==> config.mk <==
export PLATFORM = sky130hd
export DESIGN_NAME = tcd_cdiv
export DESIGN_NICKNAME = d
export VERILOG_FILES = /design/src/tcd_pkg.sv /design/src/tcd_cdiv.sv
export SDC_FILE = /design/constraint.sdc
export NUM_CORES = 1
export LEC_CHECK = 0
export BUFFER_PORTS_ARGS = -buffer_cell sky130_fd_sc_hd__buf_4
export CORE_MARGIN = 2
export CORE_UTILIZATION = 45
export CTS_CLUSTER_SIZE = 40
export DETAILED_ROUTE_END_ITERATION = 10
export PLACE_DENSITY = 0.73
export SYNTH_ARGS = -nofsm -noshare
export SYNTH_HDL_FRONTEND = slang
export SYNTH_SLANG_ARGS = --single-unit
==> constraint.sdc <==
create_clock -name clk -period 9.75 [get_ports clk]
set_input_delay 0.975 -clock clk [delete_from_list [all_inputs] [get_ports clk]]
set_output_delay 0.975 -clock clk [all_outputs]
set_load 0.02 [all_outputs]
==> src/tcd_pkg.sv <==
// ----------------------------------------------------------------------------
// tcd_pkg
// Shared types and fixed constants of the character-cell text display:
// opcodes, transaction payloads and the layout of one stored cell.
// ----------------------------------------------------------------------------
package tcd_pkg;

  // Opcodes of the input channel.
  localparam logic [2:0] OP_PUT_CHAR   = 3'd0;
  localparam logic [2:0] OP_MOVE       = 3'd1;
  localparam logic [2:0] OP_COLOURS    = 3'd2;
  localparam logic [2:0] OP_LOAD_GLYPH = 3'd3;
  localparam logic [2:0] OP_READ_PIXEL = 3'd4;

  // Width of a screen coordinate on the input channel.
  localparam int PIX_W = 10;
  // Width that holds any screen size or grid span in pixels.
  localparam int EXT_W = 13;
  // Width that holds a linear cursor position before saturation.
  localparam int POS_W = 14;
  // Width that holds a glyph line number or the glyph height.
  localparam int GLINE_EXT_W = 6;

  // Colours after reset.
  localparam logic [3:0] RESET_FG = 4'd15;
  localparam logic [3:0] RESET_BG = 4'd0;

  // Payload of one input transaction.
  typedef struct packed {
    logic [2:0]  opcode;
    logic [7:0]  char_code;
    logic [5:0]  cursor_col;
    logic [4:0]  cursor_row;
    logic [3:0]  fg_colour;
    logic [3:0]  bg_colour;
    logic [4:0]  glyph_line;
    logic [11:0] glyph_bits;
    logic [9:0]  pixel_x;
    logic [9:0]  pixel_y;
  } in_item_t;

  // Payload of one result transaction.
  typedef struct packed {
    logic [3:0] pixel_colour;
    logic       in_text_area;
  } out_item_t;

  // One entry of the cell store.
  typedef struct packed {
    logic [7:0] code;
    logic [3:0] fg;
    logic [3:0] bg;
  } cell_t;

endpackage

==> src/tcd_cdiv.sv <==
// ----------------------------------------------------------------------------
// tcd_cdiv
// Two-stage divider by a fixed divisor: a reciprocal multiply, then the
// remainder from the quotient. Exact for every dividend below 2**IN_W.
// ----------------------------------------------------------------------------
module tcd_cdiv #(
  parameter int DIVISOR = 12,
  parameter int IN_W    = 10,
  parameter int Q_W     = 6,
  parameter int R_W     = 4
) (
  input  logic            clk,
  input  logic            en,
  input  logic [IN_W-1:0] din,
  output logic [Q_W-1:0]  quot,
  output logic [R_W-1:0]  rem
);
  import tcd_pkg::*;

  // With 2**SHIFT above din*DIVISOR the rounded-up reciprocal never lifts
  // the quotient past the next integer, so no correction step is needed.
  localparam int SHIFT   = IN_W + $clog2(DIVISOR);
  localparam int RECIP_W = SHIFT + 1;
  localparam int PROD_W  = IN_W + RECIP_W;
  localparam logic [RECIP_W-1:0] RECIP = RECIP_W'((1 << SHIFT) / DIVISOR + 1);

  logic [PROD_W-1:0] prod_r;
  logic [IN_W-1:0]   num_r;
  logic [IN_W-1:0]   q_full;
  logic [IN_W-1:0]   r_full;
  logic [Q_W-1:0]    quot_r;
  logic [R_W-1:0]    rem_r;

  // First stage: multiply by the reciprocal.
  always_ff @(posedge clk) begin
    if (en) begin
      prod_r <= PROD_W'(din) * PROD_W'(RECIP);
      num_r  <= din;
    end
  end

  // Second stage: quotient from the top bits, remainder by back-multiply.
  assign q_full = IN_W'(prod_r >> SHIFT);
  assign r_full = num_r - IN_W'(q_full * IN_W'(DIVISOR));

  always_ff @(posedge clk) begin
    if (en) begin
      quot_r <= Q_W'(q_full);
      rem_r  <= R_W'(r_full);
    end
  end

  assign quot = quot_r;
  assign rem  = rem_r;

endmodule

Word-level counts from Yosys, hierarchy flattened
Cells that the tools add are included.
{"block": "word_totals", "register_bits": 34, "latchBits": 0, "mem_bits_rw": 0, "n_memories": 0, "rom_bits": 0}
{"block": "op_classes", "bitwise": 0, "n_eq_ne": 0, "div_mod_pow": 0, "shift": 0, "multipliers": 2, "mux": 0, "order_cmp": 0, "n_addsub": 1, "reduce_logical": 0}
{"op": "10-bit by 10-bit multiplier with 20-bit output, second input constant", "count": 1}
{"op": "7-bit by 2-bit multiplier with 2-bit output, second input constant", "count": 1}
{"op": "4-bit subtractor", "count": 1}

Depth between registers and ports, before layout
{"block": "depth", "ltp_word": 2, "mapped_depth": 15, "ltp_nobuf": 15}

Worst setup path before layout
No wires, ideal clock.
{"block": "synth_timing", "path_type": "input -> register", "from": "in din[2]", "to": "reg prod_r[19] (data pin)", "n_path_buf": 0, "arrival_ns": 4.275, "stages": 13, "t_required_ns": 9.490, "slack_ns": 5.215, "cell_sequence": "ha_1 -> inv_1 -> fa_1 -> fa_1 -> inv_1 -> fa_1 -> ha_1 -> ha_1 -> a21o_1 -> a31o_2 -> a221oi_2 -> o21ai_1 -> xnor2_1"}
{"block": "synth_between", "elab_chain_len": 1}
{"item": "from (decl)", "line_no": "tcd_cdiv.sv:14", "source": "input logic [IN_W-1:0] din,"}
{"item": "10-bit by 10-bit multiplier with 20-bit output", "line_no": "tcd_cdiv.sv:37", "source": "prod_r <= PROD_W'(din) * PROD_W'(RECIP);"}
{"item": "to (signal assigned)", "line_no": "tcd_cdiv.sv:37"}
{"item": "to (decl)", "line_no": "tcd_cdiv.sv:27", "source": "logic [PROD_W-1:0] prod_r;"}
No other way between the ends.
A chain may end at the register's enable or synchronous reset.

Worst setup path after layout
{"block": "layout_timing", "from": "in din[6]", "to": "reg prod_r[19] (data pin)"}
Same word-level chain as after synthesis.

==> results.json <==
{
  "place_congestion": 0.8681,
  "diodes": 0,
  "drtIter0Drc": 65,
  "drc": 0,
  "critPathKind": "in2reg",
  "drive_gt1_share_pct": 11.79,
  "cap_viol_max_count": 0,
  "cts_tree": "built",
  "arrival_ps": 4680,
  "crit_fanout": 5,
  "area.growth.synth_to_final_pct": 11.39,
  "yosys_register_bits": 20,
  "crit_path_max_incr_delay_ps": 540,
  "crit_path_top_delay_cell": "fa_1",
  "slew_headroom_pct": 63.69,
  "grt_start_max_net_pins": 21,
  "io_pins": 22,
  "cts_root_buf": "clkbuf_8",
  "dpl_cell_area_um2": 2671,
  "synth_top_family_by_area": "adder cells",
  "synthCells": 224,
  "die_w_um": 77.62,
  "fin_crit_ps": 4670,
  "yosysMostFrequentCell": "ha_1",
  "setup_viol": 0,
  "gr-total-overflow": 0,
  "groute.usage.overall_pct": 16.15,
  "ctsLongestPathBuffers": 2,
  "ctsResizeCount": 0,
  "avgSynthCellArea_um2": 10.89,
  "post_cts_buffers": 0,
  "vias": 1629,
  "synth_fa_ha_area_share_pct": 47.51,
  "drt-vias-per-instance": 5.155,
  "tns_ps": 0,
  "synth_mux_area_share_pct": 0,
  "synthTopCellsByCount": "ha_1, inv_1, fa_1",
  "netlist_area_um2": 2439,
  "start_util_pct": 47.15,
  "yosys.area_share.simple_pct": 4.772,
  "ctsHoldBuffers": 0,
  "die_h_um": 77.62,
  "critPathBufInv": 3,
  "io_buffers": 21,
  "tightest_slew_ps": 537.6,
  "ant_nets": 0,
  "routed_wl_mm": 4.328,
  "synth_compound_area_share_pct": 11.08,
  "min_path_cells": 0,
  "die_area_um2": 6024,
  "critPathTopFamily": "adder cells",
  "max-vdd-ir-drop_uv": 119.4,
  "cp_cell_sequence": "buf_4 -> ha_1 -> ha_1 -> fa_1 -> inv_1 -> fa_1 -> fa_1 -> inv_1 -> ha_1 -> a21oi_1 -> o21ai_0 -> a221oi_2 -> o21ai_1 -> xnor2_1",
  "post-dp-hpwl_mm": 3.808,
  "core_um2": 5172,
  "yosysSeqAreaShare_pct": 24.63,
  "synth-edff-count": 20,
  "yosys_warnings": 0,
  "final_hold_viol_count": 0,
  "fp-row-count": 26,
  "synth_top_cell_by_area": "ha_1",
  "layout.cells.non_filler": 316,
  "clk_transition_reported_paths_ps": 70,
  "synthTopCellsByArea": "ha_1, edfxtp_1, fa_1, inv_1, xnor2_1",
  "grt_pass1_wl_mm": 7.714,
  "finClkSkew_ps": 0.4629,
  "post-route-cell-area_um2": 2716,
  "hp-class": "reg2reg",
  "worstPathRequired_ps": 9760,
  "synth-main-ff-cell": "edfxtp_1",
  "power_density_nw_per_um2": 234.8,
  "clock_latency_ps": 250,
  "clock-sinks": 20,
  "critPathLaunchType": "input pin",
  "synth_top_area_share_pct": 30.27,
  "synth_cell_types": 36,
  "r2r_cells": 3,
  "p_leak_nw": 1.365,
  "cp.depth": 14,
  "status": "finished clean",
  "rsz0062_at_grt": "false",
  "nets": 339,
  "cts_buffers": 3,
  "wire_per_inst_um": 13.70,
  "synth-xor-area-share_pct": 3.951,
  "max_freq_mhz": 214.1,
  "grt_pass1_vias": 1709,
  "cts_max_level": 1,
  "period_share_pct": 47.90,
  "firstDrtPassIters": 4,
  "slew_viol_final": 0,
  "synth_nets": 316,
  "crit_path_end_kind": "register",
  "async_flop_share_pct": 0,
  "dp.cells": 312,
  "antenna_found_initial": 0
}
## per-stage QoR
| stage | power (W) | hold slack, ps | setup slack, ps | util [%] |
|---|---|---|---|---|
| 2_1_floorplan | 0.0004792 | 400.3 | 5215 | - |
| 3_3_place_gp | 0.0005758 | 403.2 | 4841 | 51.64 |
| 3_5_place_dp | 0.0005829 | 407.1 | 4806 | 51.64 |
| 4_1_cts | 0.0006433 | 424.2 | 5066 | 52.52 |
| 5_1_grt | 0.0007101 | 438.9 | 4886 | 52.52 |
| 6_report | 0.0006378 | 421.2 | 5080 | 52.52 |
## power breakdown
| part | internal [W] | switching (W) |
|---|---|---|
| sequential | 0.000135 | 0.00000859 |
| clock | 0.0000280 | 0.0000255 |
| combinational | 0.000191 | 0.000250 |
## cell usage in the layout, fill, tap and decap left out, types with 2 or more instances in the layout
cell type | netlist | final
a21o_1 | 2 | 2
buf_4 | 0 | 21
nand2_1 | 7 | 7
nor3_1 | 2 | 2
a211o_1 | 2 | 2
nand3_1 | 2 | 2
o31ai_1 | 2 | 2
nor2_1 | 3 | 3
xnor2_1 | 10 | 10
a311oi_1 | 2 | 2
clkbuf_8 | 0 | 3
a21oi_1 | 10 | 10
edfxtp_1 | 20 | 20
a31o_2 | 2 | 2
ha_1 | 59 | 59
o21ai_1 | 3 | 3
nand4_1 | 4 | 4
inv_1 | 49 | 49
o21a_1 | 3 | 3
o21ai_0 | 3 | 3
fa_1 | 21 | 21
## area by class of cell
| cell class | count | area [um^2] |
|---|---|---|
| multi-input cells | 152 | 1642 |
| clock inverters | 1 | 3.754 |
| fillers | 452 | 2456 |
| clock buffers | 3 | 41.29 |
| inverters | 49 | 183.9 |
| well taps | 70 | 87.58 |
| flip-flops and latches | 20 | 600.6 |
| repair buffers | 21 | 157.7 |
## routing by layer
metal | track usage, % | routed length (um)
met4 | 5.179 | 74
met5 | 0 | 0
met3 | 2.326 | 164
met1 | 21.06 | 1974
met2 | 27.59 | 2116
## logic make-up after synthesis
| logic type | after synthesis |
|---|---|
| adders and majority gates | 80 |
| and+or+nand+nor | 23 |
| DFF | 20 |
| AOI/OAI and AO/OA | 38 |
| xor gates and xnor gates | 11 |
| buffers and inverters | 52 |
## state kept, by name, indices dropped and copies added, names as in the netlist
| signal | flops |
|---|---|
| prod_r | 6 |
| quot | 6 |
| rem | 4 |
| num_r | 4 |
## path summary, 6_finish.rpt
| kind | start | to | slack, ps |
|---|---|---|---|
| max | din[6] | prod_r[19] | 5080 |
| min | prod_r[17] | quot[3] | 420 |
| max reg2reg | prod_r[14] | rem[3] | 8570 |
| min reg2reg | prod_r[17] | quot[3] | 420 |
## worst register-to-register path, delay by kind of cell (launching register included)
family | cells | cell delay (ps)
adder cells (fa/ha/maj) | 1 | 230
XOR/XNOR | 2 | 270
flip-flops | 1 | 440
Note: power is estimated with default switching activity, not from simulation.
